$ cat src/rtl/plcc_pkg.sv
`timescale 1ns / 1ps
`default_nettype none
package plcc_pkg;

  localparam int MAX_POINTS = 64;
  localparam int IDX_W      = $clog2(MAX_POINTS);
  localparam int CNT_W      = $clog2(MAX_POINTS + 1);

  typedef enum logic [1:0] {
    OP_WRITE = 2'd0,
    OP_V2T   = 2'd1,
    OP_T2V   = 2'd2,
    OP_READ  = 2'd3
  } opcode_t;

  typedef enum logic [1:0] {
    ST_OK     = 2'd0,
    ST_BADIDX = 2'd1,
    ST_ZEROW  = 2'd2,
    ST_NOSEG  = 2'd3
  } status_t;

  // Item travelling down the cell chain.
  typedef struct packed {
    logic               vld;
    opcode_t            op;
    logic [IDX_W-1:0]   idx;
    logic               bad;
    logic signed [31:0] wv;
    logic signed [31:0] wt;
    logic signed [31:0] q;
    logic               below0;
    logic signed [31:0] pk;
    logic signed [31:0] pv;
    logic               sel_vld;
    logic signed [31:0] k1;
    logic signed [31:0] v1;
    logic signed [31:0] k2;
    logic signed [31:0] v2;
    logic signed [31:0] rv;
    logic signed [31:0] rt;
  } pkt_t;

  typedef struct packed {
    logic first;
    logic one;
    logic mid;
    logic last;
  } role_t;

  typedef struct packed {
    logic signed [31:0] conv;
    logic signed [31:0] sv;
    logic signed [31:0] st;
    status_t            status;
  } res_t;

endpackage
`default_nettype wire

$ cat src/rtl/plcc_interp.sv
`timescale 1ns / 1ps
`default_nettype none
module plcc_interp (
  input  wire logic           clk,
  input  wire logic           rst_n,
  input  wire plcc_pkg::pkt_t pkt_i,
  input  wire logic           take_i,
  output logic                done_o,
  output plcc_pkg::res_t      res_o
);
  import plcc_pkg::*;

  localparam int MUL_STEPS = 33;
  localparam int DIV_STEPS = 66;

  typedef enum logic [2:0] {S_IDLE, S_MUL, S_DIV, S_FIN, S_DONE} state_t;

  state_t             state_r;
  logic [6:0]         cnt_r;
  logic [65:0]        a_r;
  logic [32:0]        b_r;
  logic [65:0]        prod_r;
  logic [32:0]        d_r;
  logic [32:0]        rem_r;
  logic               neg_r;
  logic signed [31:0] y1_r;
  res_t               res_r;

  logic signed [32:0] dx;
  logic signed [32:0] dy;
  logic signed [32:0] dq;
  logic [33:0]        trial;
  logic               ge;
  logic               sat;
  logic signed [36:0] y1e;
  logic signed [36:0] qe;
  logic signed [36:0] r;
  logic               over;
  logic               under;

  assign dx = {pkt_i.k2[31], pkt_i.k2} - {pkt_i.k1[31], pkt_i.k1};
  assign dy = {pkt_i.v2[31], pkt_i.v2} - {pkt_i.v1[31], pkt_i.v1};
  assign dq = {pkt_i.q[31], pkt_i.q} - {pkt_i.k1[31], pkt_i.k1};

  assign trial = {rem_r, prod_r[65]};
  assign ge    = (trial >= {1'b0, d_r});

  // Quotient limit of 2^34 mirrors the saturation window of the result.
  assign sat   = (|prod_r[65:35]) || (prod_r[34] && (|prod_r[33:0]));
  assign y1e   = 37'(y1_r);
  assign qe    = $signed({2'b00, prod_r[34:0]});
  assign r     = neg_r ? (y1e - qe) : (y1e + qe);
  assign over  = !r[36] && (|r[35:31]);
  assign under = r[36] && !(&r[35:31]);

  always_ff @(posedge clk) begin
    if (!rst_n) begin
      state_r <= S_IDLE;
    end else begin
      unique case (state_r)
        S_IDLE: begin
          if (pkt_i.vld) begin
            if (pkt_i.op == OP_WRITE || pkt_i.op == OP_READ) begin
              res_r.conv <= '0;
              if (pkt_i.bad) begin
                res_r.sv     <= '0;
                res_r.st     <= '0;
                res_r.status <= ST_BADIDX;
              end else if (pkt_i.op == OP_READ) begin
                res_r.sv     <= pkt_i.rv;
                res_r.st     <= pkt_i.rt;
                res_r.status <= ST_OK;
              end else begin
                res_r.sv     <= '0;
                res_r.st     <= '0;
                res_r.status <= ST_OK;
              end
              state_r <= S_DONE;
            end else if (dx == '0) begin
              res_r.conv   <= '0;
              res_r.sv     <= '0;
              res_r.st     <= '0;
              res_r.status <= ST_ZEROW;
              state_r      <= S_DONE;
            end else begin
              res_r.sv     <= '0;
              res_r.st     <= '0;
              res_r.status <= ST_OK;
              a_r     <= 66'(dy[32] ? 33'(-dy) : 33'(dy));
              b_r     <= dq[32] ? 33'(-dq) : 33'(dq);
              d_r     <= dx[32] ? 33'(-dx) : 33'(dx);
              neg_r   <= dy[32] ^ dq[32] ^ dx[32];
              y1_r    <= pkt_i.v1;
              prod_r  <= '0;
              cnt_r   <= '0;
              state_r <= S_MUL;
            end
          end
        end
        S_MUL: begin
          if (b_r[0]) begin
            prod_r <= prod_r + a_r;
          end
          a_r   <= {a_r[64:0], 1'b0};
          b_r   <= {1'b0, b_r[32:1]};
          if (cnt_r == 7'(MUL_STEPS - 1)) begin
            cnt_r   <= '0;
            rem_r   <= '0;
            state_r <= S_DIV;
          end else begin
            cnt_r <= cnt_r + 7'd1;
          end
        end
        S_DIV: begin
          // Restoring division, one quotient bit per cycle into the dividend.
          rem_r  <= ge ? 33'(trial - {1'b0, d_r}) : trial[32:0];
          prod_r <= {prod_r[64:0], ge};
          cnt_r  <= cnt_r + 7'd1;
          if (cnt_r == 7'(DIV_STEPS - 1)) begin
            state_r <= S_FIN;
          end
        end
        S_FIN: begin
          if (sat) begin
            res_r.conv <= neg_r ? 32'sh8000_0000 : 32'sh7fff_ffff;
          end else if (over) begin
            res_r.conv <= 32'sh7fff_ffff;
          end else if (under) begin
            res_r.conv <= 32'sh8000_0000;
          end else begin
            res_r.conv <= r[31:0];
          end
          state_r <= S_DONE;
        end
        S_DONE: begin
          if (take_i) begin
            state_r <= S_IDLE;
          end
        end
        default: state_r <= S_IDLE;
      endcase
    end
  end

  assign done_o = (state_r == S_DONE);
  assign res_o  = res_r;
endmodule
`default_nettype wire

$ cat config.mk
export PLATFORM = sky130hd
export DESIGN_NAME = plcc_interp
export DESIGN_NICKNAME = d
export VERILOG_FILES = /design/src/rtl/plcc_pkg.sv /design/src/rtl/plcc_interp.sv
export SDC_FILE = /design/constraint.sdc
export NUM_CORES = 1
export LEC_CHECK = 0
export BUFFER_PORTS_ARGS = -buffer_cell sky130_fd_sc_hd__buf_2
export CAP_MARGIN = 40
export CORE_UTILIZATION = 27
export CTS_BUF_LIST = sky130_fd_sc_hd__clkbuf_16
export DETAILED_ROUTE_END_ITERATION = 7
export GPL_TIMING_DRIVEN = 1
export HOLD_SLACK_MARGIN = 0.06
export PLACE_DENSITY = 0.52
export SETUP_SLACK_MARGIN = 0.2
export SLEW_MARGIN = 20
export SYNTH_ARGS = -nofsm -noshare
export SYNTH_HDL_FRONTEND = slang
export SYNTH_SLANG_ARGS = --single-unit
export TNS_END_PERCENT = 5
$ cat constraint.sdc
create_clock -name clk -period 20.3 [get_ports clk]
set_clock_uncertainty 0.05 [all_clocks]
set_input_delay 3.045 -clock clk [delete_from_list [all_inputs] [get_ports clk]]
set_output_delay 3.045 -clock clk [all_outputs]
set_load 0.005 [all_outputs]
==> impl_metrics.env <==
export IMPL_synth_common_cells="edfxtp_1, a21oi_1, nor2_1"
export IMPL_critPathLaunchType="input pin"
export IMPL_layout_nets=4172
export IMPL_worstSetupPathType="input pin to flop"
export IMPL_ys_flop_type="edfxtp_1"
export IMPL_antenna_diode_count=0
export IMPL_end_kind="flop"
export IMPL_grt_use_total=0.1474
export IMPL_maxSlewHeadroom=0.4134
export IMPL_cts_tree="yes"
export IMPL_ys_ff_latch=372
export IMPL_cts_hold_buf=0
export IMPL_wl_per_cell_um=16.81
export IMPL_start_util=0.2734
export IMPL_die_area_sq_um=112000
export IMPL_synth_area_per_cell_sq_um=9.151
export IMPL_tightest_slew_ns=0.8686
export IMPL_syn_nets=3878
export IMPL_die_y_um=334.7
export IMPL_synth_top_area_frac=0.3707
export IMPL_status="completed"
export IMPL_arrival_ns=8.69
export IMPL_slew_violations=0
export IMPL_drt_iter0_drc=1373
export IMPL_num_rows=121
export IMPL_final_hold_violation_count=0
export IMPL_drive_above_1_share=0.1399
export IMPL_peakVddDrop_uv=69.02
export IMPL_synth_top_area_cell="edfxtp_1"
export IMPL_path_clk_slew_ns=0.05
export IMPL_numCtsBuffers=48
export IMPL_drcViolationCount=0
export IMPL_syn_area_sq_um=29890
export IMPL_cts_resized_gates=0
export IMPL_grt_pass1_vias=23860
export IMPL_antenna_found_initial=11
export IMPL_firstDrtPassIters=5
export IMPL_pre_cts_ws_ns=10.84
export IMPL_dp_hpwl_mm=66.23
export IMPL_crit_required_ns=20.52
export IMPL_powerDensity_nw_per_um2=78.14
export IMPL_finalSetupViolCount=0
export IMPL_r2r_cells=17
export IMPL_ant_nets=0
export IMPL_finalNonFillerCells=5071
export IMPL_syn_inst=3266
export IMPL_dp_cells=4982
export IMPL_num_vias=24800
export IMPL_synth_enable_flop_cells=369
export IMPL_ys_seq_area_frac=0.3727
export IMPL_p_leak_uw=0.01453
export IMPL_post_cts_buffers=0
export IMPL_die_w_um=334.7
export IMPL_grt_pass1_wl_mm=133.0
export IMPL_yosysWarnings=0
export IMPL_drt_vias_per_instance=4.890
export IMPL_synth_area_top_cells="edfxtp_1, ha_1, xnor2_1, a21oi_1, a21o_1"
export IMPL_cp_max_fo=47
export IMPL_fin_setup_tns_ns=0
export IMPL_finalPower_uw=2726
export IMPL_cts_path_max_buffers=3
export IMPL_fin_crit_ns=8.466
export IMPL_gp_congestion=0.8533
export IMPL_grt_setup_unrepaired="false"
export IMPL_hp_class="flop to flop"
export IMPL_fmax_ghz=0.1181
export IMPL_holdPathStages=2
export IMPL_ys_types=93
export IMPL_clk_latency_ns=0.61
export IMPL_yosysMostFrequentCell="edfxtp_1"
export IMPL_area_growth_pct=16.71
export IMPL_clockRootBuffer="clkbuf_16"
export IMPL_cts_htree_levels=2
export IMPL_cts_sinks=372
export IMPL_grt_max_degree=67
export IMPL_ios=466
export IMPL_routed_wl_mm=85.22
export IMPL_port_buffers=329
export IMPL_drv_cap=0
export IMPL_grt_overflow=0
export IMPL_setup_ws_ns=11.83
export IMPL_synth_async_reset_ratio=0
export IMPL_coreArea_sq_um=109300
export IMPL_post_route_period_util=0.4171
cell families after synthesis:
logic type | synth area share
mux | 0.01072
compound gates | 0.2179
xor+xnor | 0.09348
buf+inv | 0.03793
fa+ha+maj | 0.1041
simple gates | 0.1632
flops | 0.3727
final timing paths:
check	start	end	slack [ns]
hold / removal	b_r[3]	b_r[2]	0.48
hold reg to reg	b_r[3]	b_r[2]	0.48
setup / recovery	pkt_i[160]	d_r[12]	11.83
setup reg to reg	prod_r[5]	res_o[69]	14.17
routing by layer:
metal	global-route usage	wire [um]	vias to the layer above
li1	-	-	12590
met1	0.2032	40990	11610
met2	0.2457	39140	492
met3	0.01787	3493	105
met4	0.03157	1597	0
met5	0	0	-
placed cells by master (no fill, tap or decap), drive strengths merged, types with 18 or more instances in the layout:
| cell type | count |
|---|---|
| edfxtp | 369 |
| buf | 359 |
| a21oi | 299 |
| nor2 | 276 |
| nand2 | 251 |
| ha | 239 |
| o21ai | 228 |
| xnor2 | 196 |
| inv | 190 |
| a21o | 182 |
| xor2 | 123 |
| and2 | 85 |
| nand3 | 65 |
| nor3 | 59 |
| clkbuf | 50 |
| a211oi | 47 |
| nand2b | 37 |
| a31oi | 37 |
| nand4 | 35 |
| nor2b | 35 |
| o21bai | 31 |
| o21a | 31 |
| and3 | 28 |
| nor4 | 28 |
| o31ai | 25 |
| mux2i | 23 |
| clkinv | 23 |
| o211ai | 19 |
| or3 | 18 |
worst max-delay path, stage by stage:
cell	delay [ns]
buf_2	0.13
ha_1	0.16
inv_1	0.05
fa_1	0.40
a21o_1	0.21
nand4_1	0.15
a21oi_1	0.12
o211ai_1	0.43
o221ai_1	0.17
buf_4	0.20
a21oi_1	0.29
a211oi_1	0.13
o22ai_1	0.34
o211ai_1	0.13
nand3_1	0.29
inv_1	0.39
ha_1	0.46
inv_1	0.11
nand2_1	0.11
nor3_2	0.60
buf_4	0.42
buf_16	0.26
per-stage QoR:
stage / hold slack (ns) / area, sq um / utilization
after global placement: 0.4642 / 33170 / 0.3035
after CTS: 0.4948 / 34800 / 0.3184
final: 0.4846 / 34880 / 0.3191
after floorplan: 0.4463 / 29890 / -
after detailed placement: 0.4817 / 33290 / 0.3046
after global routing: 0.5241 / 34880 / 0.3191
sequential cells by signal, indices dropped and copies added (netlist names):
signal	cells
cnt_r	7
res_o	98
rem_r	33
neg_r	1
a_r	66
b_r	33
prod_r	66
y1_r	32
state_r	3
d_r	33
final cells by class:
class / instances / area (sq um)
Multi-Input combinational cell: 2596 / 17700
Sequential cell: 372 / 11140
Clock inverter: 36 / 282.8
Tap cell: 1476 / 1847
Timing Repair Buffer: 360 / 2004
Inverter: 182 / 683.2
Clock buffer: 49 / 1226
Fill cell: 11530 / 74430
power by group:
part / total, uW / internal (uW) / switching, uW
clock: 831 / 476 / 355
combinational: 919 / 374 / 545
sequential: 976 / 939 / 37.1
total: 2730 / 1790 / 937
Power figures use the tool's default switching activity.
