`src/rtl/plcc_pkg.sv`:
```
`timescale 1ns / 1ps
`default_nettype none
package plcc_pkg;

  localparam int MAX_POINTS = 64;
  localparam int IDX_W      = $clog2(MAX_POINTS);
  localparam int CNT_W      = $clog2(MAX_POINTS + 1);

  typedef enum logic [1:0] {
    OP_WRITE = 2'd0,
    OP_V2T   = 2'd1,
    OP_T2V   = 2'd2,
    OP_READ  = 2'd3
  } opcode_t;

  typedef enum logic [1:0] {
    ST_OK     = 2'd0,
    ST_BADIDX = 2'd1,
    ST_ZEROW  = 2'd2,
    ST_NOSEG  = 2'd3
  } status_t;

  // Item travelling down the cell chain.
  typedef struct packed {
    logic               vld;
    opcode_t            op;
    logic [IDX_W-1:0]   idx;
    logic               bad;
    logic signed [31:0] wv;
    logic signed [31:0] wt;
    logic signed [31:0] q;
    logic               below0;
    logic signed [31:0] pk;
    logic signed [31:0] pv;
    logic               sel_vld;
    logic signed [31:0] k1;
    logic signed [31:0] v1;
    logic signed [31:0] k2;
    logic signed [31:0] v2;
    logic signed [31:0] rv;
    logic signed [31:0] rt;
  } pkt_t;

  typedef struct packed {
    logic first;
    logic one;
    logic mid;
    logic last;
  } role_t;

  typedef struct packed {
    logic signed [31:0] conv;
    logic signed [31:0] sv;
    logic signed [31:0] st;
    status_t            status;
  } res_t;

endpackage
`default_nettype wire

```
`src/rtl/plcc_cell.sv`:
```
`timescale 1ns / 1ps
`default_nettype none
module plcc_cell (
  input  wire logic                  clk,
  input  wire logic                  rst_n,
  input  wire logic [plcc_pkg::IDX_W-1:0] my_idx,
  input  wire plcc_pkg::role_t       role,
  input  wire plcc_pkg::pkt_t        pkt_i,
  output plcc_pkg::pkt_t             pkt_o
);
  import plcc_pkg::*;

  logic signed [31:0] v_r;
  logic signed [31:0] t_r;
  pkt_t               pkt_r;
  pkt_t               pkt_nxt;
  logic signed [31:0] key;
  logic signed [31:0] val;
  logic               hit;
  logic               take;

  assign hit = (pkt_i.idx == my_idx);
  assign key = (pkt_i.op == OP_T2V) ? t_r : v_r;
  assign val = (pkt_i.op == OP_T2V) ? v_r : t_r;

  // Segment choice: below the first point wins, then the first interior
  // point above the key, then the last segment.
  assign take = (role.one && pkt_i.below0) ||
                (role.mid && !pkt_i.sel_vld && (pkt_i.q < key)) ||
                (role.last && !pkt_i.below0 && ((pkt_i.q >= key) || !pkt_i.sel_vld));

  always_comb begin
    pkt_nxt    = pkt_i;
    pkt_nxt.pk = key;
    pkt_nxt.pv = val;
    if (role.first) begin
      pkt_nxt.below0 = (pkt_i.q <= key);
    end
    if (take) begin
      pkt_nxt.sel_vld = 1'b1;
      pkt_nxt.k1      = pkt_i.pk;
      pkt_nxt.v1      = pkt_i.pv;
      pkt_nxt.k2      = key;
      pkt_nxt.v2      = val;
    end
    if (pkt_i.op == OP_READ && hit) begin
      pkt_nxt.rv = v_r;
      pkt_nxt.rt = t_r;
    end
  end

  always_ff @(posedge clk) begin
    if (!rst_n) begin
      pkt_r.vld <= 1'b0;
    end else begin
      pkt_r.vld <= pkt_nxt.vld;
    end
    pkt_r.op      <= pkt_nxt.op;
    pkt_r.idx     <= pkt_nxt.idx;
    pkt_r.bad     <= pkt_nxt.bad;
    pkt_r.wv      <= pkt_nxt.wv;
    pkt_r.wt      <= pkt_nxt.wt;
    pkt_r.q       <= pkt_nxt.q;
    pkt_r.below0  <= pkt_nxt.below0;
    pkt_r.pk      <= pkt_nxt.pk;
    pkt_r.pv      <= pkt_nxt.pv;
    pkt_r.sel_vld <= pkt_nxt.sel_vld;
    pkt_r.k1      <= pkt_nxt.k1;
    pkt_r.v1      <= pkt_nxt.v1;
    pkt_r.k2      <= pkt_nxt.k2;
    pkt_r.v2      <= pkt_nxt.v2;
    pkt_r.rv      <= pkt_nxt.rv;
    pkt_r.rt      <= pkt_nxt.rt;
  end

  always_ff @(posedge clk) begin
    if (pkt_i.vld && pkt_i.op == OP_WRITE && !pkt_i.bad && hit) begin
      v_r <= pkt_i.wv;
      t_r <= pkt_i.wt;
    end
  end

  assign pkt_o = pkt_r;
endmodule
`default_nettype wire

```
`config.mk`:
```
export PLATFORM = sky130hd
export DESIGN_NAME = plcc_cell
export DESIGN_NICKNAME = d
export VERILOG_FILES = /design/src/rtl/plcc_pkg.sv /design/src/rtl/plcc_cell.sv
export SDC_FILE = /design/constraint.sdc
export NUM_CORES = 1
export LEC_CHECK = 0
export ABC_AREA = 1
export BUFFER_PORTS_ARGS = -buffer_cell sky130_fd_sc_hd__buf_4
export CAP_MARGIN = 25
export CELL_PAD_IN_SITES_DETAIL_PLACEMENT = 1
export CELL_PAD_IN_SITES_GLOBAL_PLACEMENT = 2
export CORE_AREA = 2 2 290 292
export CTS_CLUSTER_SIZE = 10
export DETAILED_ROUTE_END_ITERATION = 7
export DIE_AREA = 0 0 292 294
export GPL_TIMING_DRIVEN = 0
export PLACE_DENSITY_LB_ADDON = 0.15
export SLEW_MARGIN = 20
export SYNTH_ARGS = -nofsm -noshare
export SYNTH_HDL_FRONTEND = slang
export SYNTH_SLANG_ARGS = --single-unit
```
`constraint.sdc`:
```
create_clock -name clk -period 5 [get_ports clk]
set_input_delay 0.25 -clock clk [delete_from_list [all_inputs] [get_ports clk]]
set_output_delay 0.25 -clock clk [all_outputs]
set_load 0.1 [all_outputs]
```
==> results of run 1 <==
[stage by stage]
| step | std cells | TNS (ns) |
|---|---|---|
| floorplan | 1331 | 0 |
| global placement | 3150 | -184.61 |
| detailed placement | 3155 | -43.54 |
| CTS | 3622 | 0 |
| global route | 3624 | 0 |
| finish | 3624 | 0 |
[registers in the layout, summed over array words and instances, names as in the netlist]
register / flops
t_r: 32
v_r: 32
pkt_o: 364
[per-layer routing]
| layer | wire (um) | GRT usage [%] | vias to the layer above |
|---|---|---|---|
| met3 | 4618 | 4.426 | 120 |
| met2 | 38880 | 31.44 | 483 |
| met4 | 2139 | 5.243 | 6 |
| met1 | 29580 | 19.03 | 6482 |
| li1 | - | - | 6641 |
| met5 | 34 | 0 | - |
[tightest hold or removal path: stages]
cell     delay [ns]
buf_4          0.12
nand3_1        0.12
nor2_4         0.10
[final timing paths]
| path | endpoint | slack (ns) |
|---|---|---|
| worst min-delay path | t_r[13]$_DFFE_PP_ | 0.15 |
| worst max-delay path | pkt_o[191]$_DFF_P_ | 0.55 |
| worst max register to register | pkt_o[191]$_DFF_P_ | 1.00 |
| worst min register to register | pkt_o[23]$_DFF_P_ | 0.52 |
[final cells by class]
| type | count | area share, % |
|---|---|---|
| Clock inverter | 11 | 0.2887 |
| Antenna cell | 2 | 0.01925 |
| Buffer | 66 | 1.448 |
| Timing Repair Buffer | 1110 | 35.85 |
| Sequential cell | 428 | 35.42 |
| Clock buffer | 90 | 6.270 |
| Inverter | 88 | 1.270 |
| Multi-Input combinational cell | 749 | 14.24 |
| Tap cell | 1080 | 5.197 |
[synth_stat cells (2+ instances only)]
cell	n
buf_4	20
nor2_1	61
edfxtp_1	64
nand2_2	2
dfxtp_1	364
o21ai_0	59
nand3_1	138
inv_1	85
ha_1	32
buf_6	2
a21oi_1	51
buf_2	29
nand2_1	363
clkbuf_1	15
inv_2	3
mux2_2	32
[power groups by stage]
| stage | combinational [mW] | sequential [mW] | clock [mW] |
|---|---|---|---|
| floorplan | 0.312 | 5.54 | 0 |
| global placement | 2.87 | 3.86 | 0 |
| detailed placement | 2.88 | 3.87 | 0 |
| CTS | 3.13 | 3.80 | 3.95 |
| global route | 3.23 | 3.81 | 4.08 |
| finish | 3.09 | 3.79 | 3.81 |
[timing repair]
item / CTS / global route
buffers inserted: 0 / 0
gates resized for setup: 0 / 7
endpoints found under the setup margin: 0 / 73
hold endpoints to repair: 364 / 0
hold buffers: 366 / 0
[cells by family after synthesis]
kind of cell,Yosys count
XOR/XNOR,1
multiplexers,32
adder cells (fa/ha/maj),32
AND/OR/NAND/NOR,567
AO/OA/AOI/OAI,117
flip-flops,428
buffers and inverters,154
==> flow_metrics.py, run 1 <==
metrics = {
    "die": {
        "ioPinCount": 740,
        "core_um2": 82890,
        "rows": 106,
        "start_util_pct": 16.41,
        "die_area_um2": 85850,
        "die_w_um": 292,
        "die_h_um": 294,
    },
    "pwr": {
        "combPwrFrac_pct": 28.9,
        "leakage_nw": 12.41,
        "ir_worst_vdd_mv": 0.2505,
        "clkPwrFrac_pct": 35.6,
        "total_power_mw": 10.70,
        "switchingPower_mw": 3.950,
        "swShare_pct": 36.92,
        "p_int_mw": 6.749,
        "power_density_nw_per_um2": 411.5,
        "seq_power_share_pct": 35.5,
    },
    "min_path": {
        "min_path_type": "input port to register",
        "min-delay-start": "pkt_i[363]",
        "hold_depth": 3,
    },
    "synth": {
        "async_flop_share_pct": 0,
        "synth_compound_gate_area_share_pct": 4.434,
        "synth_top_family_by_area": "simple AND/OR/NAND/NOR gates",
        "ys_seq_area_share_pct": 67.71,
        "syn_nets": 1739,
        "synth-seq-cells": 428,
        "synth_area_um2": 13600,
        "synth_simple_gate_area_share_pct": 17.02,
        "synth_top_area_share_pct": 53.58,
        "syn_area_per_cell_um2": 10.22,
        "synthMuxAreaShare_pct": 2.649,
        "synthAdderAreaFrac_pct": 2.944,
        "syn_inst": 1331,
        "synth_xor_area_share_pct": 0.06440,
        "yosys.area.top_type": "dfxtp_1",
        "yosys_warnings": 0,
        "synth_edf_count": 64,
        "yosysUniqueCellTypes": 27,
        "synth_flop_cell": "dfxtp_1",
        "ys_top_cells_by_area": "dfxtp_1 54%, edfxtp_1 14%, nand2_1 10%",
    },
    "placement": {
        "pre_cts_slack_ns": -0.6268,
        "gp_congestion": 0.7822,
        "portBuffers": 739,
        "place_area_um2": 20620,
        "dp_hpwl_um": 57490,
    },
    "layout": {
        "final_cell_mix": "759 x buf_4, 366 x dlygate4sd3_1, 364 x dfxtp_1",
        "final_common_cell": "buf_4",
        "design_area_um2": 26000,
        "final_nets": 2906,
        "fill_cells": 9468,
        "drive_gt1_share_pct": 35.96,
        "syn_to_final_growth_pct": 91.18,
        "regArea_um2": 9209,
        "utilization_pct": 31.37,
        "multi_input_area_um2": 3702,
    },
    "detailed_routing": {
        "dr.pass1.iters": 4,
        "ant_nets": 0,
        "avgViaCountPerCell": 3.789,
        "vias": 13732,
        "routed_wl_um": 75250,
        "dr.first_iter.drc_count": 365,
        "routedWlPerCell_um": 20.77,
        "drc": 0,
    },
    "global_routing": {
        "grt_pass1_vias": 15242,
        "grt_max_degree": 20,
        "grtUsageTotal_pct": 17.03,
        "grt_pass1_wl_um": 106200,
        "antenna_found_initial": 6,
        "overflow": 0,
    },
    "worst_setup_path": {
        "path_class": "input port to register",
        "arrival_ns": 4.97,
        "slowest_delay_ns": 0.66,
        "cpLargestDelayFamily": "buffers and inverters",
        "cp.depth": 23,
        "critPathMaxFanout": 10,
        "startpoint_type": "input port",
        "crit_chain": "buf_4 -> inv_1 -> nand2_1 -> clkbuf_1 -> clkbuf_1 -> nand2_1 -> o21ai_0 -> ha_1 -> nand2_1 -> inv_1 -> nand2_1 -> nand2_1 -> nand2_1 -> nand3_1 -> a21oi_1 -> nand3_1 -> nand3_1 -> nand2_1 -> inv_2 -> buf_2 -> nand3_1 -> nand2_1 -> dlygate4sd3_1",
        "critPathSlowestCell": "clkbuf_1",
        "r2r_cells": 17,
        "r2r-start": "t_r[19]$_DFFE_PP_",
        "endpoint_kind": "register",
        "cpMostUsedCell": "nand2_1",
        "path_buf_inv": 8,
        "cp.required_ns": 5.53,
        "crit_start": "pkt_i[361]",
    },
    "sta": {
        "finalSetupViolations": 0,
        "worst_pin_slew_ns": 1.014,
        "fin_crit_ns": 4.447,
        "hold-worst-slack_ns": 0.1486,
        "final_max_slew_viol_count": 0,
        "slew_headroom_pct": 32.37,
        "timing.final.ws_setup_ns": 0.5530,
        "grt_setup_unrepaired": "false",
        "hold_viol": 0,
        "finalCritPeriodShare_pct": 88.94,
        "fin_skew_ns": 0.02614,
        "timing.fmax_ghz": 0.2249,
    },
    "clock_tree": {
        "cts_tree": "built",
        "cts.clk_slew.worst_paths_ns": 0.06,
        "clock_sinks": 428,
        "clockRootBuffer": "clkbuf_16",
        "cts_buffer_depth": 3,
        "htree_levels": 2,
        "cts-buffers-inserted": 55,
        "clk-insertion-delay-late_ns": 0.61,
    },
    "outcome": {
        "status": "finished clean",
    },
    "run": {
        "drv_cap": 0,
    },
}
No activity file was read; power rests on OpenSTA's default activity.
==> run 2: changes to the inputs <==
--- a/config.mk
+++ b/config.mk
@@ -5,15 +5,14 @@
 export SDC_FILE = /design/constraint.sdc
 export NUM_CORES = 1
 export LEC_CHECK = 0
-export ABC_AREA = 1
 export BUFFER_PORTS_ARGS = -buffer_cell sky130_fd_sc_hd__buf_4
 export CAP_MARGIN = 25
 export CELL_PAD_IN_SITES_DETAIL_PLACEMENT = 1
 export CELL_PAD_IN_SITES_GLOBAL_PLACEMENT = 2
-export CORE_AREA = 2 2 290 292
+export CORE_AREA = 2 2 285 287
 export CTS_CLUSTER_SIZE = 10
 export DETAILED_ROUTE_END_ITERATION = 7
-export DIE_AREA = 0 0 292 294
+export DIE_AREA = 0 0 287 289
 export GPL_TIMING_DRIVEN = 0
 export PLACE_DENSITY_LB_ADDON = 0.15
 export SLEW_MARGIN = 20
==> run 2 against run 1 <==
Compared with the run above: non-clock buffer count down 34; clock-buffer cell count fell by 1; synthesized cell count is 36% lower; register-to-register slack better by 0.02 ns; global-route usage fell by 2.4 points; routed wire length shrank 16%; largest cell class unchanged.
==> flow_metrics.py, run 2 <==
metrics = {
    "worst_setup_path": {
        "arrival_ns": 4.89,
        "crit_start": "pkt_i[361]",
        "endpoint_kind": "register",
        "cp.required_ns": 5.48,
        "startpoint_type": "input port",
        "path_class": "input port to register",
        "reg2reg_to": "pkt_o[191]$_DFF_P_",
        "critPathMaxFanout": 10,
        "r2r_cells": 13,
        "r2r-start": "v_r[31]$_DFFE_PP_",
        "endpoint": "pkt_o[191]$_DFF_P_",
        "rrSetupSlack_ns": 1.02,
    },
    "global_routing": {
        "grt_pass1_vias": 12806,
        "grtUsageTotal_pct": 14.67,
        "overflow": 0,
        "grt_max_degree": 14,
        "grt_pass1_wl_um": 88420,
        "antenna_found_initial": 1,
    },
    "synth": {
        "ys_top_cells_by_area": "dfxtp_1 53%, edfxtp_1 14%, mux2_4 12%",
        "synth_top_area_share_pct": 52.67,
        "syn_nets": 1263,
        "synth_flop_cell": "dfxtp_1",
        "syn_area_per_cell_um2": 16.18,
        "yosysMostFrequentCell": "dfxtp_1",
        "yosys.area.top_type": "dfxtp_1",
        "synth.top_cells.by_count": "364 x dfxtp_1, 128 x mux2_2, 109 x mux2_4",
        "synth_edf_count": 64,
        "yosysUniqueCellTypes": 38,
        "async_flop_share_pct": 0,
        "ys_seq_area_share_pct": 66.56,
        "syn_inst": 855,
        "yosys_warnings": 0,
        "synth_area_um2": 13840,
        "synth-seq-cells": 428,
    },
    "detailed_routing": {
        "dr.pass1.iters": 4,
        "vias": 11233,
        "avgViaCountPerCell": 3.591,
        "dr.first_iter.drc_count": 224,
        "routedWlPerCell_um": 20.29,
        "drc": 0,
        "ant_nets": 0,
        "routed_wl_um": 63480,
    },
    "clock_tree": {
        "clk-insertion-delay-late_ns": 0.60,
        "cts_buffer_depth": 3,
        "cts_setup_buffers": 0,
        "clockRootBuffer": "clkbuf_16",
        "htree_levels": 2,
        "cts-buffers-inserted": 54,
        "cts.clk_slew.worst_paths_ns": 0.06,
        "cts_tree": "built",
        "clock_sinks": 428,
    },
    "layout": {
        "n_antenna_cell": 0,
        "syn_to_final_growth_pct": 89.31,
        "largest_register_ffs": 364,
        "drive_gt1_share_pct": 52.61,
        "utilization_pct": 32.78,
        "multi_input_area_um2": 4238,
        "design_area_um2": 26190,
        "regArea_um2": 9209,
        "final_nets": 2434,
        "fill_cells": 8727,
        "final_common_cell": "buf_4",
        "final_cell_mix": "744 x buf_4, 366 x dlygate4sd3_1, 364 x dfxtp_1",
    },
    "sta": {
        "fin_crit_ns": 4.415,
        "worst_pin_slew_ns": 0.9336,
        "final_max_slew_viol_count": 0,
        "hold_viol": 0,
        "finalSetupViolations": 0,
        "finalCritPeriodShare_pct": 88.30,
        "slew_headroom_pct": 37.76,
        "grt_setup_unrepaired": "false",
        "fin_skew_ns": 0.01366,
        "hold-worst-slack_ns": 0.1165,
        "timing.fmax_ghz": 0.2265,
    },
    "run": {
        "drv_cap": 0,
    },
    "die": {
        "ioPinCount": 740,
        "die_h_um": 289,
        "start_util_pct": 17.32,
        "core_um2": 79900,
        "rows": 104,
        "die_w_um": 287,
        "die_area_um2": 82940,
    },
    "pwr": {
        "power_density_nw_per_um2": 407.5,
        "leakage_nw": 11.82,
        "ir_worst_vdd_mv": 0.2263,
    },
    "placement": {
        "portBuffers": 739,
        "place_area_um2": 20840,
        "gp_congestion": 0.7560,
        "dp_hpwl_um": 49660,
    },
    "outcome": {
        "status": "finished clean",
    },
    "min_path": {
        "min_path_type": "input port to register",
    },
}
run 2: how the worst min path moves through the flow:
stage	from	endpoint	slack (ns)	depth (start not counted)
final	pkt_i[362]	v_r[1]$_DFFE_PP_	0.12	3
after global placement	pkt_i[325]	pkt_o[325]$_DFF_P_	0.36	1
after global routing	pkt_i[362]	v_r[1]$_DFFE_PP_	0.09	3
after detailed placement	pkt_i[306]	pkt_o[306]$_DFF_P_	0.37	1
after CTS	pkt_i[362]	t_r[1]$_DFFE_PP_	0.07	3
after floorplan	pkt_i[258]	pkt_o[258]$_DFF_P_	0.28	0
run 2: critical path, cell delays in order:
cell,delay [ns]
buf_4,0.10
nand2b_1,0.50
clkbuf_1,0.70
mux2_2,0.48
ha_1,0.19
nor2b_1,0.10
o211ai_1,0.11
a2111o_1,0.37
o211ai_1,0.27
a21oi_1,0.25
mux2i_1,0.20
mux2i_4,0.22
buf_6,0.23
mux2_1,0.34
dlygate4sd3_1,0.56
run 2: report_power, final:
group | internal [mW] | switching [mW] | total, mW | leakage [nW]
registers | 3.72 | 0.0676 | 3.79 | 3.65
clock network | 2.21 | 1.51 | 3.72 | 0.817
logic | 0.988 | 2.18 | 3.17 | 7.36
total | 6.92 | 3.75 | 10.7 | 11.8
run 2: what timing repair did:
item                                    in CTS  in global routing
hold buffers                               366                  0
endpoints found under the hold margin      364                  0
endpoints found under the setup margin       0                 25
resized for setup                            0                  4
run 2: final cells by class:
type / count / area share [%]
Sequential cell: 428 / 35.16
Clock buffer: 89 / 6.248
Clock inverter: 9 / 0.1815
Timing Repair Buffer: 1116 / 35.57
Multi-Input combinational cell: 366 / 16.18
Tap cell: 1060 / 5.064
Inverter: 34 / 0.4872
Buffer: 26 / 1.113
run 2: stage by stage:
step                setup WS, ns  total power [mW]  TNS, ns  std cells
finish                    0.5848             10.67        0       3128
global route              0.1447             11.11        0       3128
CTS                      0.03014             10.89        0       3129
detailed placement       -0.3749             6.819   -37.29       2665
global placement          -3.750             6.805  -311.13       2654
floorplan                0.07722             5.982        0        855
run 2: logic make-up after synthesis:
| group | share of synthesized area [%] |
|---|---|
| XOR/XNOR | 0.3798 |
| AO/OA/AOI/OAI | 1.375 |
| multiplexers | 24.10 |
| flip-flops | 66.56 |
| buffers and inverters | 3.029 |
| AND/OR/NAND/NOR | 1.664 |
| adder cells (fa/ha/maj) | 2.894 |
run 2: layer usage:
layer | up-vias | GRT usage (%) | routed length, um
li1 | 5351 | - | -
met1 | 5358 | 14.69 | 22280
met2 | 450 | 28.60 | 34670
met3 | 72 | 5.276 | 5320
met4 | 2 | 3.424 | 1196
met5 | - | 0 | 13
==> run 3: changes to the inputs <==
--- a/config.mk
+++ b/config.mk
@@ -9,12 +9,12 @@
 export CAP_MARGIN = 25
 export CELL_PAD_IN_SITES_DETAIL_PLACEMENT = 1
 export CELL_PAD_IN_SITES_GLOBAL_PLACEMENT = 2
-export CORE_AREA = 2 2 285 287
+export CORE_AREA = 8 8 283 285
 export CTS_CLUSTER_SIZE = 10
 export DETAILED_ROUTE_END_ITERATION = 7
-export DIE_AREA = 0 0 287 289
+export DIE_AREA = 0 0 291 293
 export GPL_TIMING_DRIVEN = 0
-export PLACE_DENSITY_LB_ADDON = 0.15
+export PLACE_DENSITY_LB_ADDON = 0.1
 export SLEW_MARGIN = 20
 export SYNTH_ARGS = -nofsm -noshare
 export SYNTH_HDL_FRONTEND = slang
==> run 3 against run 2 <==
Compared with the run above: final area is 0.27% lower; clock-buffer cell count is 4 higher; sequential cell count stayed put; first-iteration DRC count is 5.4% lower; non-clock buffer count stayed put; routed wire length is 7.6% higher; critical path depth is 2 higher; clock power is 1% higher; total power is 0.66% higher; worst hold slack better by 0.044 ns; critical endpoint is now pkt_o[184]$_DFF_P_.
==> flow_metrics.py, run 3 (synthesis gave the netlist of run 2 again) <==
metrics = {
    "sta": {
        "slew_headroom_pct": 33.92,
        "timing.fmax_ghz": 0.2295,
        "worst_pin_slew_ns": 0.9912,
        "final_max_slew_viol_count": 0,
        "fin_crit_ns": 4.357,
        "grt_setup_unrepaired": "false",
        "timing.final.ws_setup_ns": 0.6435,
        "tns_ns": 0,
        "hold_viol": 0,
        "finalSetupViolations": 0,
        "fin_skew_ns": 0.01556,
        "finalCritPeriodShare_pct": 87.13,
    },
    "global_routing": {
        "grt_pass1_vias": 13273,
        "grt_pass1_wl_um": 95620,
        "grtUsageTotal_pct": 15.29,
        "antenna_found_initial": 9,
        "grt_max_degree": 14,
        "overflow": 0,
    },
    "worst_setup_path": {
        "arrival_ns": 4.83,
        "cp.required_ns": 5.47,
        "r2r-start": "v_r[5]$_DFFE_PP_",
        "endpoint_kind": "register",
        "startpoint_type": "input port",
        "rrSetupSlack_ns": 1.22,
        "path_class": "input port to register",
        "crit_start": "pkt_i[361]",
        "critPathMaxFanout": 10,
    },
    "die": {
        "rows": 101,
        "die_h_um": 293,
        "start_util_pct": 18.34,
        "ioPinCount": 740,
        "die_w_um": 291,
        "core_um2": 75440,
        "die_area_um2": 85260,
    },
    "clock_tree": {
        "cts-buffers-inserted": 54,
        "cts_buffer_depth": 3,
        "cts_tree": "built",
        "clockRootBuffer": "clkbuf_16",
        "cts_setup_buffers": 0,
        "htree_levels": 2,
        "clk-insertion-delay-late_ns": 0.59,
        "cts.clk_slew.worst_paths_ns": 0.06,
        "clock_sinks": 428,
    },
    "pwr": {
        "total_power_mw": 10.74,
        "power_density_nw_per_um2": 411.3,
        "clkPwrFrac_pct": 35.1,
        "combPwrFrac_pct": 29.6,
        "p_int_mw": 6.961,
        "ir_worst_vdd_mv": 0.2341,
        "leakage_nw": 11.84,
        "switchingPower_mw": 3.783,
        "seq_power_share_pct": 35.3,
        "swShare_pct": 35.21,
    },
    "outcome": {
        "status": "finished clean",
    },
    "layout": {
        "drive_gt1_share_pct": 52.46,
        "design_area_um2": 26120,
        "largest_register_ffs": 364,
        "final_common_cell": "buf_4",
        "layout.cells.non_filler": 3053,
        "final_nets": 2434,
        "final_cell_mix": "743 x buf_4, 366 x dlygate4sd3_1, 364 x dfxtp_1",
        "fill_cells": 8079,
        "syn_to_final_growth_pct": 88.80,
    },
    "detailed_routing": {
        "dr.first_iter.drc_count": 212,
        "drc": 0,
        "vias": 11292,
        "routedWlPerCell_um": 22.38,
        "ant_nets": 0,
        "routed_wl_um": 68320,
        "avgViaCountPerCell": 3.699,
        "dr.pass1.iters": 6,
    },
    "placement": {
        "gp_congestion": 0.7137,
        "place_area_um2": 20730,
        "pre_cts_slack_ns": -0.5385,
        "dp_cells": 2582,
        "dp_hpwl_um": 54440,
        "portBuffers": 739,
    },
    "run": {
        "drv_cap": 0,
    },
    "min_path": {
        "min-delay-start": "pkt_i[362]",
        "min_path_type": "input port to register",
    },
}
run 3: cell count changes in the layout (fill, tap and decap cells not counted), moves of 2 or more:
cell	before	now
clkinv_1	2	0
clkbuf_1	32	37
clkinvlp_4	2	0
diode_2	0	5
run 3: area by class of cell:
cell class | instances | area (um^2) | share of cell area, %
antenna | 5 | 12.51 | 0.04790
timing repair buffer | 1115 | 9313 | 35.65
clock inverter | 7 | 38.79 | 0.1485
multi-input combinational | 366 | 4232 | 16.20
tap | 978 | 1224 | 4.684
clock buffer | 93 | 1673 | 6.404
inverter | 34 | 127.6 | 0.4886
buffer | 27 | 294.0 | 1.126
sequential | 428 | 9209 | 35.25
run 3: stage by stage:
| stage | util, % | hold WS, ns |
|---|---|---|
| floorplan | - | 0.2777 |
| global placement | 27.32 | 0.3637 |
| detailed placement | 27.48 | 0.3663 |
| CTS | 34.61 | 0.1022 |
| global route | 34.62 | 0.1272 |
| finish | 34.63 | 0.1601 |
run 3: metal layers:
layer | global-route usage [%] | vias up | routed length, um
met3 | 6.083 | 95 | 5797
li1 | - | 5357 | -
met4 | 4.118 | 2 | 1610
met2 | 29.52 | 449 | 36730
met5 | 0 | - | 13
met1 | 15.02 | 5389 | 24160
run 3: worst paths after layout:
kind	cells after the start	end
worst min register to register	1	pkt_o[31]$_DFF_P_
worst max-delay path	17	pkt_o[184]$_DFF_P_
worst min-delay path	3	t_r[2]$_DFFE_PP_
worst max register to register	13	pkt_o[184]$_DFF_P_
run 3: what timing repair did:
item	in CTS	in global routing
resized for setup	0	3
endpoints found under the setup margin	0	7
hold endpoints to repair	364	0
hold buffers	366	0
run 3: power by group through the flow:
stage               logic, mW  registers, mW  clock network [mW]
floorplan               0.473           5.51                   0
global placement         2.96           3.86                   0
detailed placement       2.97           3.86                   0
CTS                      3.23           3.79                3.94
global route             3.29           3.81                4.07
finish                   3.18           3.79                3.77
run 3: critical path, cell delays in order:
cell      delay (ns)
buf_4           0.10
nand2b_1        0.11
clkbuf_1        0.50
clkbuf_2        0.49
mux2_2          0.42
inv_1           0.10
ha_1            0.25
a21oi_1         0.16
o21ai_1         0.11
a221oi_1        0.37
o211ai_1        0.28
a211oi_2        0.43
mux2i_1         0.18
mux2i_4         0.22
buf_6           0.27
buf_6           0.23
mux2_4          0.31
